`config.mk`:
```
export PLATFORM = sky130hd
export DESIGN_NAME = arp_reply_responder_unit
export DESIGN_NICKNAME = d
export VERILOG_FILES = /design/src/hdl/arp_rr_pkg.sv /design/src/hdl/arp_rr_cfg_regs.sv /design/src/hdl/arp_rr_rx_parse.sv /design/src/hdl/arp_rr_tx_gen.sv /design/src/hdl/arp_reply_responder_unit.sv
export SDC_FILE = /design/constraint.sdc
export NUM_CORES = 1
export LEC_CHECK = 0
export BUFFER_PORTS_ARGS = -buffer_cell sky130_fd_sc_hd__buf_2
export CAP_MARGIN = 25
export CORE_AREA = 2 2 148 150
export DETAILED_ROUTE_END_ITERATION = 16
export DIE_AREA = 0 0 150 152
export PLACE_DENSITY_LB_ADDON = 0.12
export SETUP_SLACK_MARGIN = 0.4
export SYNTH_ARGS = -nofsm -noshare
export SYNTH_HDL_FRONTEND = slang
export SYNTH_SLANG_ARGS = --single-unit
```
`constraint.sdc`:
```
create_clock -name clk -period 14.5 [get_ports clk]
set_input_delay 2.9 -clock clk [delete_from_list [all_inputs] [get_ports clk]]
set_output_delay 2.9 -clock clk [all_outputs]
set_load 0.02 [all_outputs]
```
`src/hdl/arp_rr_pkg.sv`:
```
`timescale 1ns / 1ps

package arp_rr_pkg;

  // Register indexes on the configuration port
  localparam logic CFG_STATION_MAC = 1'b0;
  localparam logic CFG_STATION_IP  = 1'b1;

  localparam int CFG_DATA_W = 48;

  localparam int REPLY_LENGTH_DEF = 60;
  localparam int REPLY_IDX_W      = 7;

  // Frame layout and field values
  localparam int          POS_W           = 6;
  localparam logic [5:0]  POS_MAX         = 6'd63;
  localparam logic [5:0]  POS_SRC_MAC_LO  = 6'd6;
  localparam logic [5:0]  POS_SRC_MAC_HI  = 6'd11;
  localparam logic [5:0]  POS_TYPE_LO     = 6'd12;
  localparam logic [5:0]  POS_TYPE_HI     = 6'd13;
  localparam logic [5:0]  POS_SRC_IP_LO   = 6'd28;
  localparam logic [5:0]  POS_SRC_IP_HI   = 6'd31;
  localparam int          MIN_FRAME       = 42;
  localparam logic [5:0]  POS_MIN_LAST    = 6'(MIN_FRAME - 1);

  localparam logic [15:0] ETHERTYPE_ARP   = 16'h0806;
  localparam logic [15:0] ARP_HTYPE_ETH   = 16'h0001;
  localparam logic [15:0] ARP_PTYPE_IPV4  = 16'h0800;
  localparam logic [7:0]  ARP_HLEN        = 8'h06;
  localparam logic [7:0]  ARP_PLEN        = 8'h04;
  localparam logic [15:0] ARP_OPER_REPLY  = 16'h0002;

  localparam logic [47:0] STATION_MAC_RST = 48'h080000270013;
  localparam logic [31:0] STATION_IP_RST  = 32'hC0A83842;

  // Peer addresses captured for one reply
  typedef struct packed {
    logic        valid;
    logic [47:0] peer_mac;
    logic [31:0] peer_ip;
  } reply_req_t;

  // Byte idx of the reply frame; everything past the ARP body is padding
  function automatic logic [7:0] reply_byte_at(
    input logic [REPLY_IDX_W-1:0] idx,
    input logic [47:0]            peer_mac,
    input logic [31:0]            peer_ip,
    input logic [47:0]            station_mac,
    input logic [31:0]            station_ip
  );
    logic [MIN_FRAME*8-1:0] hdr;
    logic [MIN_FRAME*8-1:0] shifted;
    logic [7:0]             res;
    hdr = {peer_mac, station_mac, ETHERTYPE_ARP, ARP_HTYPE_ETH, ARP_PTYPE_IPV4,
           ARP_HLEN, ARP_PLEN, ARP_OPER_REPLY, station_mac, station_ip,
           peer_mac, peer_ip};
    shifted = hdr << (8 * int'(idx));
    if (int'(idx) < MIN_FRAME) begin
      res = shifted[MIN_FRAME*8-1 -: 8];
    end else begin
      res = 8'h00;
    end
    return res;
  endfunction

endpackage

```
`src/hdl/arp_rr_cfg_regs.sv`:
```
`timescale 1ns / 1ps

module arp_rr_cfg_regs (
  input  logic                               clk,
  input  logic                               rst_n,
  input  logic                               cfg_valid,
  output logic                               cfg_ready,
  input  logic                               cfg_index,
  input  logic [arp_rr_pkg::CFG_DATA_W-1:0]  cfg_data,
  output logic [47:0]                        station_mac,
  output logic [31:0]                        station_ip
);
  import arp_rr_pkg::*;

  logic [47:0] station_mac_r;
  logic [31:0] station_ip_r;

  assign cfg_ready   = 1'b1;
  assign station_mac = station_mac_r;
  assign station_ip  = station_ip_r;

  always_ff @(posedge clk) begin
    if (!rst_n) begin
      station_mac_r <= STATION_MAC_RST;
      station_ip_r  <= STATION_IP_RST;
    end else if (cfg_valid) begin
      case (cfg_index)
        CFG_STATION_MAC: station_mac_r <= cfg_data;
        CFG_STATION_IP:  station_ip_r  <= cfg_data[31:0];
        default: ;
      endcase
    end
  end

endmodule

```
`src/hdl/arp_rr_rx_parse.sv`:
```
`timescale 1ns / 1ps

module arp_rr_rx_parse (
  input  logic                   clk,
  input  logic                   rst_n,
  input  logic                   in_tvalid,
  output logic                   in_tready,
  input  logic [7:0]             in_tdata,
  input  logic                   in_tlast,
  output arp_rr_pkg::reply_req_t req,
  input  logic                   req_take
);
  import arp_rr_pkg::*;

  logic [POS_W-1:0] pos_r;
  logic [15:0]      frame_type_r;
  logic [47:0]      peer_mac_r;
  logic [31:0]      peer_ip_r;
  reply_req_t       pend_r;
  logic             accept;
  logic             trigger;

  // One reply may wait here while the generator is busy with another
  assign in_tready = !pend_r.valid || req_take;
  assign accept    = in_tvalid && in_tready;
  assign req       = pend_r;

  // Fields are final by the time a long enough frame ends
  assign trigger = accept && in_tlast && (pos_r >= POS_MIN_LAST) &&
                   (frame_type_r == ETHERTYPE_ARP);

  always_ff @(posedge clk) begin
    if (!rst_n) begin
      pos_r        <= '0;
      frame_type_r <= '0;
      peer_mac_r   <= '0;
      peer_ip_r    <= '0;
    end else if (accept) begin
      if (pos_r >= POS_SRC_MAC_LO && pos_r <= POS_SRC_MAC_HI) begin
        peer_mac_r <= {peer_mac_r[39:0], in_tdata};
      end else if (pos_r == POS_TYPE_LO || pos_r == POS_TYPE_HI) begin
        frame_type_r <= {frame_type_r[7:0], in_tdata};
      end else if (pos_r >= POS_SRC_IP_LO && pos_r <= POS_SRC_IP_HI) begin
        peer_ip_r <= {peer_ip_r[23:0], in_tdata};
      end
      if (in_tlast) begin
        pos_r <= '0;
      end else if (pos_r != POS_MAX) begin
        pos_r <= pos_r + 1'b1;
      end
    end
  end

  always_ff @(posedge clk) begin
    if (trigger) begin
      pend_r.peer_mac <= peer_mac_r;
      pend_r.peer_ip  <= peer_ip_r;
    end
    if (!rst_n) begin
      pend_r.valid <= 1'b0;
    end else if (trigger) begin
      pend_r.valid <= 1'b1;
    end else if (req_take) begin
      pend_r.valid <= 1'b0;
    end
  end

endmodule

```
`src/hdl/arp_rr_tx_gen.sv`:
```
`timescale 1ns / 1ps

module arp_rr_tx_gen #(
  parameter int REPLY_LENGTH = arp_rr_pkg::REPLY_LENGTH_DEF
) (
  input  logic                   clk,
  input  logic                   rst_n,
  input  arp_rr_pkg::reply_req_t req,
  output logic                   req_take,
  input  logic [47:0]            station_mac,
  input  logic [31:0]            station_ip,
  output logic                   out_tvalid,
  input  logic                   out_tready,
  output logic [7:0]             out_tdata,
  output logic                   out_tlast
);
  import arp_rr_pkg::*;

  localparam int              IDX_W    = $clog2(REPLY_LENGTH);
  localparam logic [IDX_W-1:0] LAST_IDX = IDX_W'(REPLY_LENGTH - 1);

  logic             active_r;
  logic [IDX_W-1:0] idx_r;
  logic [47:0]      peer_mac_r;
  logic [31:0]      peer_ip_r;
  logic             out_valid_r;
  logic [7:0]       out_byte_r;
  logic             out_last_r;
  logic             advance;
  logic             at_last;
  logic [7:0]       byte_nxt;

  assign advance  = active_r && (!out_valid_r || out_tready);
  assign at_last  = (idx_r == LAST_IDX);
  assign req_take = req.valid && (!active_r || (advance && at_last));
  assign byte_nxt = reply_byte_at(REPLY_IDX_W'(idx_r), peer_mac_r, peer_ip_r,
                                  station_mac, station_ip);

  assign out_tvalid = out_valid_r;
  assign out_tdata  = out_byte_r;
  assign out_tlast  = out_last_r;

  always_ff @(posedge clk) begin
    if (!rst_n) begin
      active_r <= 1'b0;
      idx_r    <= '0;
    end else if (req_take) begin
      active_r <= 1'b1;
      idx_r    <= '0;
    end else if (advance) begin
      if (at_last) begin
        active_r <= 1'b0;
      end
      idx_r <= idx_r + 1'b1;
    end
  end

  always_ff @(posedge clk) begin
    if (req_take) begin
      peer_mac_r <= req.peer_mac;
      peer_ip_r  <= req.peer_ip;
    end
  end

  // Output register: load a byte whenever the slot is free or being drained
  always_ff @(posedge clk) begin
    if (!rst_n) begin
      out_valid_r <= 1'b0;
    end else if (advance) begin
      out_valid_r <= 1'b1;
    end else if (out_tready) begin
      out_valid_r <= 1'b0;
    end
  end

  always_ff @(posedge clk) begin
    if (advance) begin
      out_byte_r <= byte_nxt;
      out_last_r <= at_last;
    end
  end

endmodule

```
`src/hdl/arp_reply_responder_unit.sv`:
```
`timescale 1ns / 1ps
// Channel   Direction  Handshake            Payload
// in_       receive    in_tvalid/in_tready  tdata: rx_byte[7:0]; tlast: frame_end
// out_      send       out_tvalid/out_tready tdata: reply_byte[7:0]; tlast: reply_last
// cfg_      receive    cfg_valid/cfg_ready  cfg_index (0 station_mac, 1 station_ip), cfg_data
//
// One received byte per cycle while in_tready is high; the parser updates its fields
// in the accept cycle. A qualifying frame end queues a reply; REPLY_LENGTH bytes leave
// from the output register at one per cycle while out_tready is high.
// One further reply can wait while another is sent; in_tready stays low while such a
// reply waits, until the generator takes it. rst_n is synchronous; the station
// registers reset to their default addresses, all other control state to zero.

module arp_reply_responder_unit #(
  parameter int REPLY_LENGTH = arp_rr_pkg::REPLY_LENGTH_DEF
) (
  input  logic                              clk,
  input  logic                              rst_n,
  input  logic                              in_tvalid,
  output logic                              in_tready,
  input  logic [7:0]                        in_tdata,   // [7:0] rx_byte
  input  logic                              in_tlast,
  output logic                              out_tvalid,
  input  logic                              out_tready,
  output logic [7:0]                        out_tdata,  // [7:0] reply_byte
  output logic                              out_tlast,
  input  logic                              cfg_valid,
  output logic                              cfg_ready,
  input  logic                              cfg_index,
  input  logic [arp_rr_pkg::CFG_DATA_W-1:0] cfg_data
);
  import arp_rr_pkg::*;

  logic [47:0] station_mac;
  logic [31:0] station_ip;
  reply_req_t  req;
  logic        req_take;

  arp_rr_cfg_regs u_cfg (
    .clk         (clk),
    .rst_n       (rst_n),
    .cfg_valid   (cfg_valid),
    .cfg_ready   (cfg_ready),
    .cfg_index   (cfg_index),
    .cfg_data    (cfg_data),
    .station_mac (station_mac),
    .station_ip  (station_ip)
  );

  arp_rr_rx_parse u_rx (
    .clk       (clk),
    .rst_n     (rst_n),
    .in_tvalid (in_tvalid),
    .in_tready (in_tready),
    .in_tdata  (in_tdata),
    .in_tlast  (in_tlast),
    .req       (req),
    .req_take  (req_take)
  );

  arp_rr_tx_gen #(
    .REPLY_LENGTH (REPLY_LENGTH)
  ) u_tx (
    .clk         (clk),
    .rst_n       (rst_n),
    .req         (req),
    .req_take    (req_take),
    .station_mac (station_mac),
    .station_ip  (station_ip),
    .out_tvalid  (out_tvalid),
    .out_tready  (out_tready),
    .out_tdata   (out_tdata),
    .out_tlast   (out_tlast)
  );

endmodule
```
==> flow_summary.toml, run 1 <==
[status]
status = "finished clean"

[global_routing]
antenna_found_initial = 0
grt_pass1_wl_mm = 42.7
grt_pass1_vias = 8423
track_usage_pct = 23.9
grt_max_degree = 82
grt_overflow = 0

[cells_and_area]
regArea_mm2 = 0.00890
drive_above_1_share_pct = 15.6
diodes = 0
fill_cells = 1473
final_cells = 1508
area_growth_pct = 13.8
fin_area_mm2 = 0.0155
finalNetCount = 1269
multiInputGateArea_mm2 = 0.00441

[drt]
wl_per_cell_um = 17.9
routed_via_density = 5.70
first_iter_violations = 564
remaining_drc_errors = 0
wl_mm = 26.9
ant_nets = 0
first_pass_iters = 6
vias = 8594

[timing]
period_share_pct = 45.2
slew_headroom_pct = 37.5
slew_violations = 0
hold_viol = 0
worstMarginPinSlew_ns = 0.936
setup_viol = 0
setup_tns_ns = 0
rsz0062_at_grt = "false"
fmax_mhz = 153
clock_skew_ns = 0.0180
min_period_ns = 6.55

[synth]
synth_fp_nets = 1219
syn_avg_cell_area_um2 = 11.9
synth_area_mm2 = 0.0136
synth_compound_area_share_pct = 6.33
yosys_warnings = 0
synth_async_sr_flop_share_pct = 0
synthCells = 1149
synth.area.mux_share_pct = 12.5
synthXorXnorAreaFrac_pct = 0.321
yosysSeqAreaShare_pct = 65.2
synth_edf_count = 169
synth-main-ff-cell = "dfxtp_1"
synth_seq_cells = 360
synth_top_family_by_area = "multiplexers"
synthSimpleGateAreaFrac_pct = 12.3
yosys.area_share.adder_pct = 0.642
synth_cell_types = 54

[floorplanning]
num_rows = 54
die_w_um = 150
fp.dieArea_mm2 = 0.0228
die_h_um = 152
core_mm2 = 0.0214
initial_core_util_pct = 63.9
ios = 75

[worst_setup_path]
crit_required_ns = 11.60
cp_cell_sequence = "buf_2, nor2b_1, o311ai_4, buf_2"
rrSetupSlack_ns = 11.17
worst-path-max-fanout = 5
startpoint_type = "primary input"
cp_common_cell = "buf_2"
r2r_cells = 6
timing.rr.start = "u_tx.idx_r[4]"
slowest_delay_ns = 0.35
cp-end-kind = "output port"
crit_type = "primary input to output port"
crit_arrival_ns = 3.65
r2r_end = "u_rx.peer_mac_r[25]"
critPathSlowestCell = "o311ai_4"

[pwr]
p_int_w = 0.00168
ir_worst_vdd_mv = 0.122
clkPwrFrac_pct = 46.1
p_sw_w = 0.000412
switching_share_pct = 19.7
seqPwrFrac_pct = 51.2
power_w = 0.00209
power_density_mw_per_mm2 = 135
p_comb_share_pct = 2.7
power_leakage_nw = 5.67

[hold_path]
worstHoldPathCells = 0
hold-path-endpoint = "u_tx.peer_mac_r[4]"
hold_class = "register to register"
hold_start = "u_rx.req[36]"

[clock_tree]
cts_buffer_depth = 3
cts-resized-gates = 0
clkSlewWorstSetupHoldPaths_ns = 0.06
cts_root_buffer = "clkbuf_16"
insertion_delay_ns = 0.51
cts.sinks = 360
cts_buffers = 37
cts_hold_buf = 0
post_cts.repair.setup_buffers = 0
cts_tree = "done"
htree_levels = 2

[placement]
placed_area_mm2 = 0.0142
dp_hpwl_mm = 16.7
port_buffers = 73
gp_congestion = 0.841
placedCellCount = 1435

[run]
cap_violations = 0
==> Yosys cell counts, types with 4 or more instances <==
cell	instances	share of area [%]
nor2b_1	9	0.41
and2_1	4	0.18
mux4_2	21	3.5
nand2_1	278	7.6
buf_1	11	0.30
mux2i_1	108	7.9
a21oi_1	80	2.9
a22o_1	6	0.39
o21ai_0	23	0.84
a211oi_1	5	0.28
mux2_2	13	1.1
edfxtp_1	169	37
clkbuf_1	48	1.3
nor3_1	5	0.18
nand3_1	45	1.7
nor2_1	39	1.1
a31oi_1	4	0.18
buf_2	13	0.48
o22ai_1	11	0.50
inv_1	9	0.25
ha_1	7	0.64
dfxtp_1	191	28
==> sequential cells by signal (all words and copies together) (netlist names) <==
name / cells
u_cfg.station_ip: 32
u_cfg.station_mac: 48
u_rx.frame_type_r: 16
u_rx.peer_ip_r: 32
u_rx.peer_mac_r: 48
u_rx.pos_r: 6
u_rx.req: 81
u_tx.active_r: 1
u_tx.idx_r: 6
u_tx.out_tdata: 8
u_tx.out_tlast: 1
u_tx.out_tvalid: 1
u_tx.peer_ip_r: 32
u_tx.peer_mac_r: 48
==> power groups by stage <==
stage | registers (W) | clock network, W | logic [W]
6_report | 0.00107 | 0.000966 | 0.0000566
5_1_grt | 0.00107 | 0.00102 | 0.0000622
4_1_cts | 0.00107 | 0.000980 | 0.0000550
3_5_place_dp | 0.00109 | 0 | 0.0000546
3_3_place_gp | 0.00109 | 0 | 0.0000528
2_1_floorplan | 0.00109 | 0 | 0.0000332
==> metrics by stage <==
stage | hold slack (ns) | worst slack [ns] | utilization [%]
finish | 0.404 | 7.95 | 72.8
global route | 0.415 | 7.90 | 72.8
CTS | 0.405 | 7.96 | 72.2
detailed placement | 0.405 | 7.99 | 66.3
global placement | 0.401 | 7.99 | 66.2
floorplan | 0.400 | 4.44 | -
==> worst max path at each step <==
| stage | startpoint | cells after the start | slack (ns) | to |
|---|---|---|---|---|
| 6_report | out_tready | 4 | 7.95 | in_tready |
| 5_1_grt | out_tready | 4 | 7.90 | in_tready |
| 4_1_cts | out_tready | 4 | 7.96 | in_tready |
| 3_5_place_dp | out_tready | 4 | 7.99 | in_tready |
| 3_3_place_gp | out_tready | 4 | 7.99 | in_tready |
| 2_1_floorplan | out_tready | 4 | 4.44 | u_rx.req[0] |
==> layer usage <==
| layer | vias to the layer above | track usage, % | routed length, µm |
|---|---|---|---|
| li1 | 4161 | - | - |
| met1 | 4126 | 31.1 | 11200 |
| met2 | 248 | 40.7 | 13500 |
| met3 | 59 | 3.90 | 1430 |
| met4 | 0 | 8.18 | 803 |
| met5 | - | 0 | 0 |
==> kinds of logic (layout without fill, tap and decap cells) <==
group,count (synthesis),in the layout
flip-flops,360,360
XOR/XNOR,5,5
AND/OR/NAND/NOR,402,402
adder cells (fa/ha/maj),7,7
multiplexers,142,142
buffers and inverters,86,165
AO/OA/AOI/OAI,146,146
other,1,1
==> critical path, delay by kind of cell <==
kind	cells	cell delay (ns)
buffers and inverters	2	0.33
and+or+nand+nor	1	0.07
AOI/OAI and AO/OA	1	0.35
==> layout make-up <==
class                           count  area share [%]
Clock buffer                       55            7.05
Clock inverter                     13            1.06
Inverter                           10           0.242
Multi-Input combinational cell    703            28.4
Sequential cell                   360            57.3
Tap cell                          280            2.25
Timing Repair Buffer               87            3.69
==> cells in the final DEF, fill, tap and decap left out, types with 10 or more instances in the layout <==
cell type	synthesis	layout
nand3_1	45	45
edfxtp_1	169	169
nor2_1	39	39
clkbuf_16	0	39
dfxtp_1	191	189
clkbuf_1	48	10
mux2i_1	108	108
buf_2	13	72
mux2_2	13	13
o21ai_0	23	23
nand2_1	278	278
a21oi_1	80	80
o22ai_1	11	11
mux4_2	21	21
Note: power is estimated with default switching activity, not from simulation.
==> run 2, diff against run 1 <==
--- a/config.mk
+++ b/config.mk
@@ -7,9 +7,9 @@
 export LEC_CHECK = 0
 export BUFFER_PORTS_ARGS = -buffer_cell sky130_fd_sc_hd__buf_2
 export CAP_MARGIN = 25
-export CORE_AREA = 2 2 148 150
+export CORE_AREA = 2 2 154 156
 export DETAILED_ROUTE_END_ITERATION = 16
-export DIE_AREA = 0 0 150 152
+export DIE_AREA = 0 0 156 158
 export PLACE_DENSITY_LB_ADDON = 0.12
 export SETUP_SLACK_MARGIN = 0.4
 export SYNTH_ARGS = -nofsm -noshare
==> constraint.sdc (replaced) <==
create_clock -name clk -period 6.45 [get_ports clk]
set_input_delay 1.29 -clock clk [delete_from_list [all_inputs] [get_ports clk]]
set_output_delay 1.29 -clock clk [all_outputs]
set_load 0.02 [all_outputs]
==> run 2 against run 1 <==
Sequential power up 130%. Global-route usage down 1.9 points. Die area up 8.1%. Cell count up 0.53%. Hold slack better by 0.011 ns. Via count down 1.1%. First-iteration DRC count down 17%. Register-to-register slack worse by 8.1 ns. Critical endpoint unchanged. Power up 120%. Combinational power up 120%. Critical path type is now register to output port. Critical path depth unchanged. Worst setup slack worse by 5.2 ns.
==> flow_summary.toml, run 2 (synthesis gave the netlist of run 1 again) <==
[status]
status = "finished clean"

[clock_tree]
cts.sinks = 360
cts_hold_buf = 0
cts_root_buffer = "clkbuf_16"
insertion_delay_ns = 0.52
cts_tree = "done"
post_cts.repair.setup_buffers = 0
cts-resized-gates = 0
cts_buffers = 37
clkSlewWorstSetupHoldPaths_ns = 0.06
cts_buffer_depth = 3
htree_levels = 2

[drt]
wl_met2_mm = 13.2
routed_via_density = 5.61
wl_met1_mm = 11.7
ant_nets = 0
wl_per_cell_um = 17.8
remaining_drc_errors = 0
top_layer = "met5"
first_iter_violations = 467
wl_met3_mm = 1.35
first_pass_iters = 5
vias = 8498
wl_mm = 26.9

[worst_setup_path]
timing.rr.start = "u_tx.idx_r[0]"
crit_family = "flip-flops"
worst-path-max-fanout = 31
startpoint_type = "register"
r2r_end = "u_rx.peer_mac_r[38]"
cp-end-kind = "output port"
cp_cell_sequence = "ha_1, nand3_2, o311ai_4, buf_2"
crit_arrival_ns = 2.45
path_buf_inv = 1
slowest_delay_ns = 0.71
crit_required_ns = 5.16
r2r_cells = 7
crit_type = "register to output port"
critPathSlowestCell = "dfxtp_4"
rrSetupSlack_ns = 3.08

[global_routing]
grt_max_degree = 82
track_usage_pct = 22.0
grt_pass1_wl_mm = 42.3
grt_pass1_vias = 8170
grt_overflow = 0
antenna_found_initial = 1

[pwr]
power_density_mw_per_mm2 = 294
power_leakage_nw = 5.63
p_comb_share_pct = 2.7
power_w = 0.00452
ir_worst_vdd_mv = 0.195
p_int_w = 0.00359
clkPwrFrac_pct = 44.0
seqPwrFrac_pct = 53.2
p_sw_w = 0.000937
switching_share_pct = 20.7

[placement]
port_buffers = 73
dp_hpwl_mm = 17.1
dp_slack_ns = 2.82
gp_congestion = 0.809
placed_area_mm2 = 0.0142

[run]
cap_violations = 0

[floorplanning]
initial_core_util_pct = 59.2
ios = 75
die_w_um = 156
die_h_um = 158
num_rows = 56
core_mm2 = 0.0231
fp.dieArea_mm2 = 0.0246

[cells_and_area]
finalNetCount = 1269
diodes = 0
layout_common_cells = "nand2_1, dfxtp_1, edfxtp_1"
fin_area_mm2 = 0.0154
drive_above_1_share_pct = 15.6
largest_register_ff_count = 81
area_growth_pct = 12.8
fill_cells = 1752
final_common_cell = "nand2_1"

[hold_path]
hold_start = "u_rx.req[47]"
hold_class = "register to register"
hold-path-endpoint = "u_tx.peer_mac_r[15]"
worstHoldPathCells = 0

[timing]
setup_tns_ns = 0
fmax_mhz = 267
fin_hold_ws_ns = 0.414
setup_viol = 0
fin_ws_ns = 2.71
hold_viol = 0
min_period_ns = 3.74
clock_skew_ns = 0.0175
period_share_pct = 58.1
worstMarginPinSlew_ns = 0.928
slew_headroom_pct = 38.1
slew_violations = 0
rsz0062_at_grt = "false"
==> run 2: cell types whose count changed in the layout (fill, tap and decap cells not counted), sizes merged <==
cell,before,now
clkinvlp,0,1
clkinv,8,10
clkbuf,55,54
bufinv,4,0
==> run 2: power by group through the flow <==
stage               registers (W)  clock network (W)  logic (W)
global placement          0.00246                  0   0.000120
detailed placement        0.00246                  0   0.000124
global route              0.00241            0.00212   0.000136
CTS                       0.00241            0.00203   0.000124
floorplan                 0.00245                  0  0.0000747
finish                    0.00241            0.00199   0.000123
==> run 2: worst max-delay path by stage <==
stage                  startpoint      endpoint  slack (ns)  cells past startpoint
floorplan              out_tready   u_rx.req[0]        0.87                      4
global placement         in_tlast  u_rx.req[66]        2.91                      6
detailed placement       in_tlast  u_rx.req[58]        2.82                      6
CTS                 u_tx.idx_r[0]     in_tready        2.66                      4
global route        u_tx.idx_r[0]     in_tready        2.55                      4
finish              u_tx.idx_r[0]     in_tready        2.71                      4
==> run 2: per-layer routing <==
layer	vias up	GRT usage, %
li1	4169	-
met2	199	38.0
met1	4080	28.2
met4	2	7.38
met5	-	0
met3	48	4.08
==> run 2: stage by stage <==
| step | instances | utilization, % |
|---|---|---|
| after global placement | 1446 | 61.4 |
| after detailed placement | 1447 | 61.5 |
| after global routing | 1516 | 66.8 |
| after floorplan | 1149 | - |
| final | 1516 | 66.8 |
| after CTS | 1513 | 66.5 |
==> run 2: worst reg2reg max path, cell delays in order, from the launching register on <==
cell and delay, ns:
dfxtp_4 0.71, ha_1 0.35, nand3_2 0.17, o311ai_4 0.46, nand2_2 0.23, or4_2 0.64
buf_4 0.39, mux2i_1 0.27
==> run 2: cell type report <==
cell class                 count  area (µm²)  share of cell area [%]
clock buffer                  54        1060                    6.89
multi-input combinational    703        4410                    28.7
inverter                      10        37.5                   0.244
tap                          290         363                    2.36
clock inverter                12        90.1                   0.585
sequential                   360        8900                    57.8
timing repair buffer          87         526                    3.41
==> run 3, diff against run 2 <==
--- a/config.mk
+++ b/config.mk
@@ -5,11 +5,12 @@
 export SDC_FILE = /design/constraint.sdc
 export NUM_CORES = 1
 export LEC_CHECK = 0
+export ABC_AREA = 1
 export BUFFER_PORTS_ARGS = -buffer_cell sky130_fd_sc_hd__buf_2
 export CAP_MARGIN = 25
-export CORE_AREA = 2 2 154 156
+export CORE_AREA = 2 2 156 158
 export DETAILED_ROUTE_END_ITERATION = 16
-export DIE_AREA = 0 0 156 158
+export DIE_AREA = 0 0 158 160
 export PLACE_DENSITY_LB_ADDON = 0.12
 export SETUP_SLACK_MARGIN = 0.4
 export SYNTH_ARGS = -nofsm -noshare
==> constraint.sdc (replaced) <==
create_clock -name clk -period 3.8 [get_ports clk]
set_input_delay 0.76 -clock clk [delete_from_list [all_inputs] [get_ports clk]]
set_output_delay 0.76 -clock clk [all_outputs]
set_load 0.02 [all_outputs]
==> run 3 against run 2 <==
Clock-buffer cell count is 1 lower. Die area is 2.6% higher. Via count is 20% higher.
==> flow_summary.toml, run 3 <==
[timing]
fmax_mhz = 325
fin_ws_ns = 0.724
setup_viol = 0
rsz0062_at_grt = "false"
min_period_ns = 3.08
clock_skew_ns = 0.0159
setup_tns_ns = 0
slew_headroom_pct = 40.0
slew_violations = 0
period_share_pct = 80.9
hold_viol = 0
worstMarginPinSlew_ns = 0.897

[worst_setup_path]
critPathSlowestCell = "buf_4"
cp-end-kind = "register"
crit_arrival_ns = 3.47
slowest_delay_ns = 0.68
worst-path-max-fanout = 76
crit_required_ns = 4.19
cp_cell_sequence = "nand2_1, nor2_2, nand3_4, nand3_4, nand2_4, inv_4, buf_4, nand2_1, nand2_1, a21oi_1"
rrSetupSlack_ns = 0.72
cp_common_cell = "nand2_1"
crit_type = "register to register"
startpoint_type = "register"

[floorplanning]
die_h_um = 160
fp.dieArea_mm2 = 0.0253
core_mm2 = 0.0238
die_w_um = 158
ios = 75
initial_core_util_pct = 59.3
num_rows = 57

[clock_tree]
cts_root_buffer = "clkbuf_16"
cts-resized-gates = 0
cts_hold_buf = 0
insertion_delay_ns = 0.52
htree_levels = 2
cts_buffers = 37
post_cts.repair.setup_buffers = 0
clkSlewWorstSetupHoldPaths_ns = 0.06
cts_buffer_depth = 3
cts.sinks = 360
cts_tree = "done"

[synth]
synth_area_leaders = "edfxtp_1, dfxtp_1, nand2_1"
synth_area_mm2 = 0.0141
synth_cell_types = 40
synth_top_area_share_pct = 35.9
synth-main-ff-cell = "dfxtp_1"
yosys_warnings = 0
synth.most_common_cell = "nand2_1"
synth_seq_cells = 360
syn_avg_cell_area_um2 = 9.67
yosysSeqAreaShare_pct = 62.9
synth_fp_nets = 1532
synth_edf_count = 169
synth_async_sr_flop_share_pct = 0
synth_area_leader_cell = "edfxtp_1"
yosys-top-cells-count = "nand2_1, dfxtp_1, edfxtp_1"
synthCells = 1462

[cells_and_area]
largest_register_ff_count = 81
final_common_cell = "nand2_1"
regArea_mm2 = 0.00890
drive_above_1_share_pct = 12.6
layout_common_cells = "nand2_1, dfxtp_1, edfxtp_1"
multiInputGateArea_mm2 = 0.00442
finalNetCount = 1567
diodes = 0
fin_area_mm2 = 0.0159
area_growth_pct = 12.5
fill_cells = 1939
final_util_pct = 66.8

[global_routing]
grt_pass1_wl_mm = 49.0
grt_pass1_vias = 9704
track_usage_pct = 24.2
grt_max_degree = 84
antenna_found_initial = 0
grt_overflow = 0

[drt]
wl_mm = 29.9
ant_nets = 0
first_iter_violations = 1100
routed_via_density = 5.50
first_pass_iters = 6
wl_per_cell_um = 16.2
vias = 10200
remaining_drc_errors = 0

[placement]
placed_area_mm2 = 0.0146
dp_hpwl_mm = 18.4
gp_congestion = 0.885
port_buffers = 73
dp_slack_ns = 0.668

[pwr]
power_leakage_nw = 5.64
ir_worst_vdd_mv = 0.352
power_w = 0.00811
power_density_mw_per_mm2 = 510

[status]
status = "finished clean"

[run]
cap_violations = 0

[hold_path]
hold_class = "register to register"
## run 3: cell types whose count changed after synthesis, moves of 13 or more
cell	before	now
o211ai_1	1	19
o21ai_0	23	128
inv_1	9	78
nor2_1	39	107
mux4_2	21	0
mux2_2	13	0
nand3_1	45	124
nand2_1	278	315
a21oi_1	80	150
mux2i_1	108	6
## run 3: path summary, 6_finish.rpt
| kind | start | end | cells past startpoint |
|---|---|---|---|
| max | u_tx.idx_r[4] | u_rx.frame_type_r[10] | 10 |
| min | u_rx.req[45] | u_tx.peer_mac_r[13] | 0 |
| max reg2reg | u_tx.idx_r[4] | u_rx.frame_type_r[10] | 10 |
| min reg2reg | u_rx.req[45] | u_tx.peer_mac_r[13] | 0 |
## run 3: stage by stage
stage / cells / hold slack, ns
floorplan: 1462 / 0.400
global placement: 1782 / 0.400
detailed placement: 1782 / 0.405
CTS: 1850 / 0.419
global route: 1850 / 0.418
finish: 1850 / 0.416
## run 3: layout make-up
type / instances / share of cell area [%]
well taps: 324 / 2.55
inverters: 87 / 2.13
multi-input cells: 920 / 27.8
clock inverters: 15 / 1.19
repair buffers: 91 / 3.38
flip-flops and latches: 360 / 56.0
clock buffers: 53 / 6.97
## run 3: power breakdown
group	switching, W	internal (W)
combinational	0.000163	0.0000772
clock	0.00146	0.00231
sequential	0.0000218	0.00408
total	0.00164	0.00647
## run 3: cell families after synthesis
group,Yosys count,share of synthesized area (%)
flops,360,62.9
fa+ha+maj,7,0.619
buf+inv,182,5.91
mux,6,0.425
xor+xnor,5,0.310
compound gates,319,12.0
other cells,1,0.0265
simple gates,582,17.8
## run 3: critical path, delay by kind of cell (launching register included)
family / cells / cell delay, ns
buffers and inverters: 2 / 0.92
AOI/OAI and AO/OA: 1 / 0.08
DFF: 1 / 0.58
and+or+nand+nor: 7 / 1.34
## run 3: metal layers
layer / wire length, µm / vias up / track usage (%) / part of all wire [%]
met2: 14000 / 319 / 38.9 / 47
met5: 0 / - / 0 / 0
met3: 1790 / 56 / 4.37 / 6.0
li1: - / 5018 / - / -
met4: 717 / 0 / 7.62 / 2.4
met1: 13400 / 4782 / 33.6 / 45
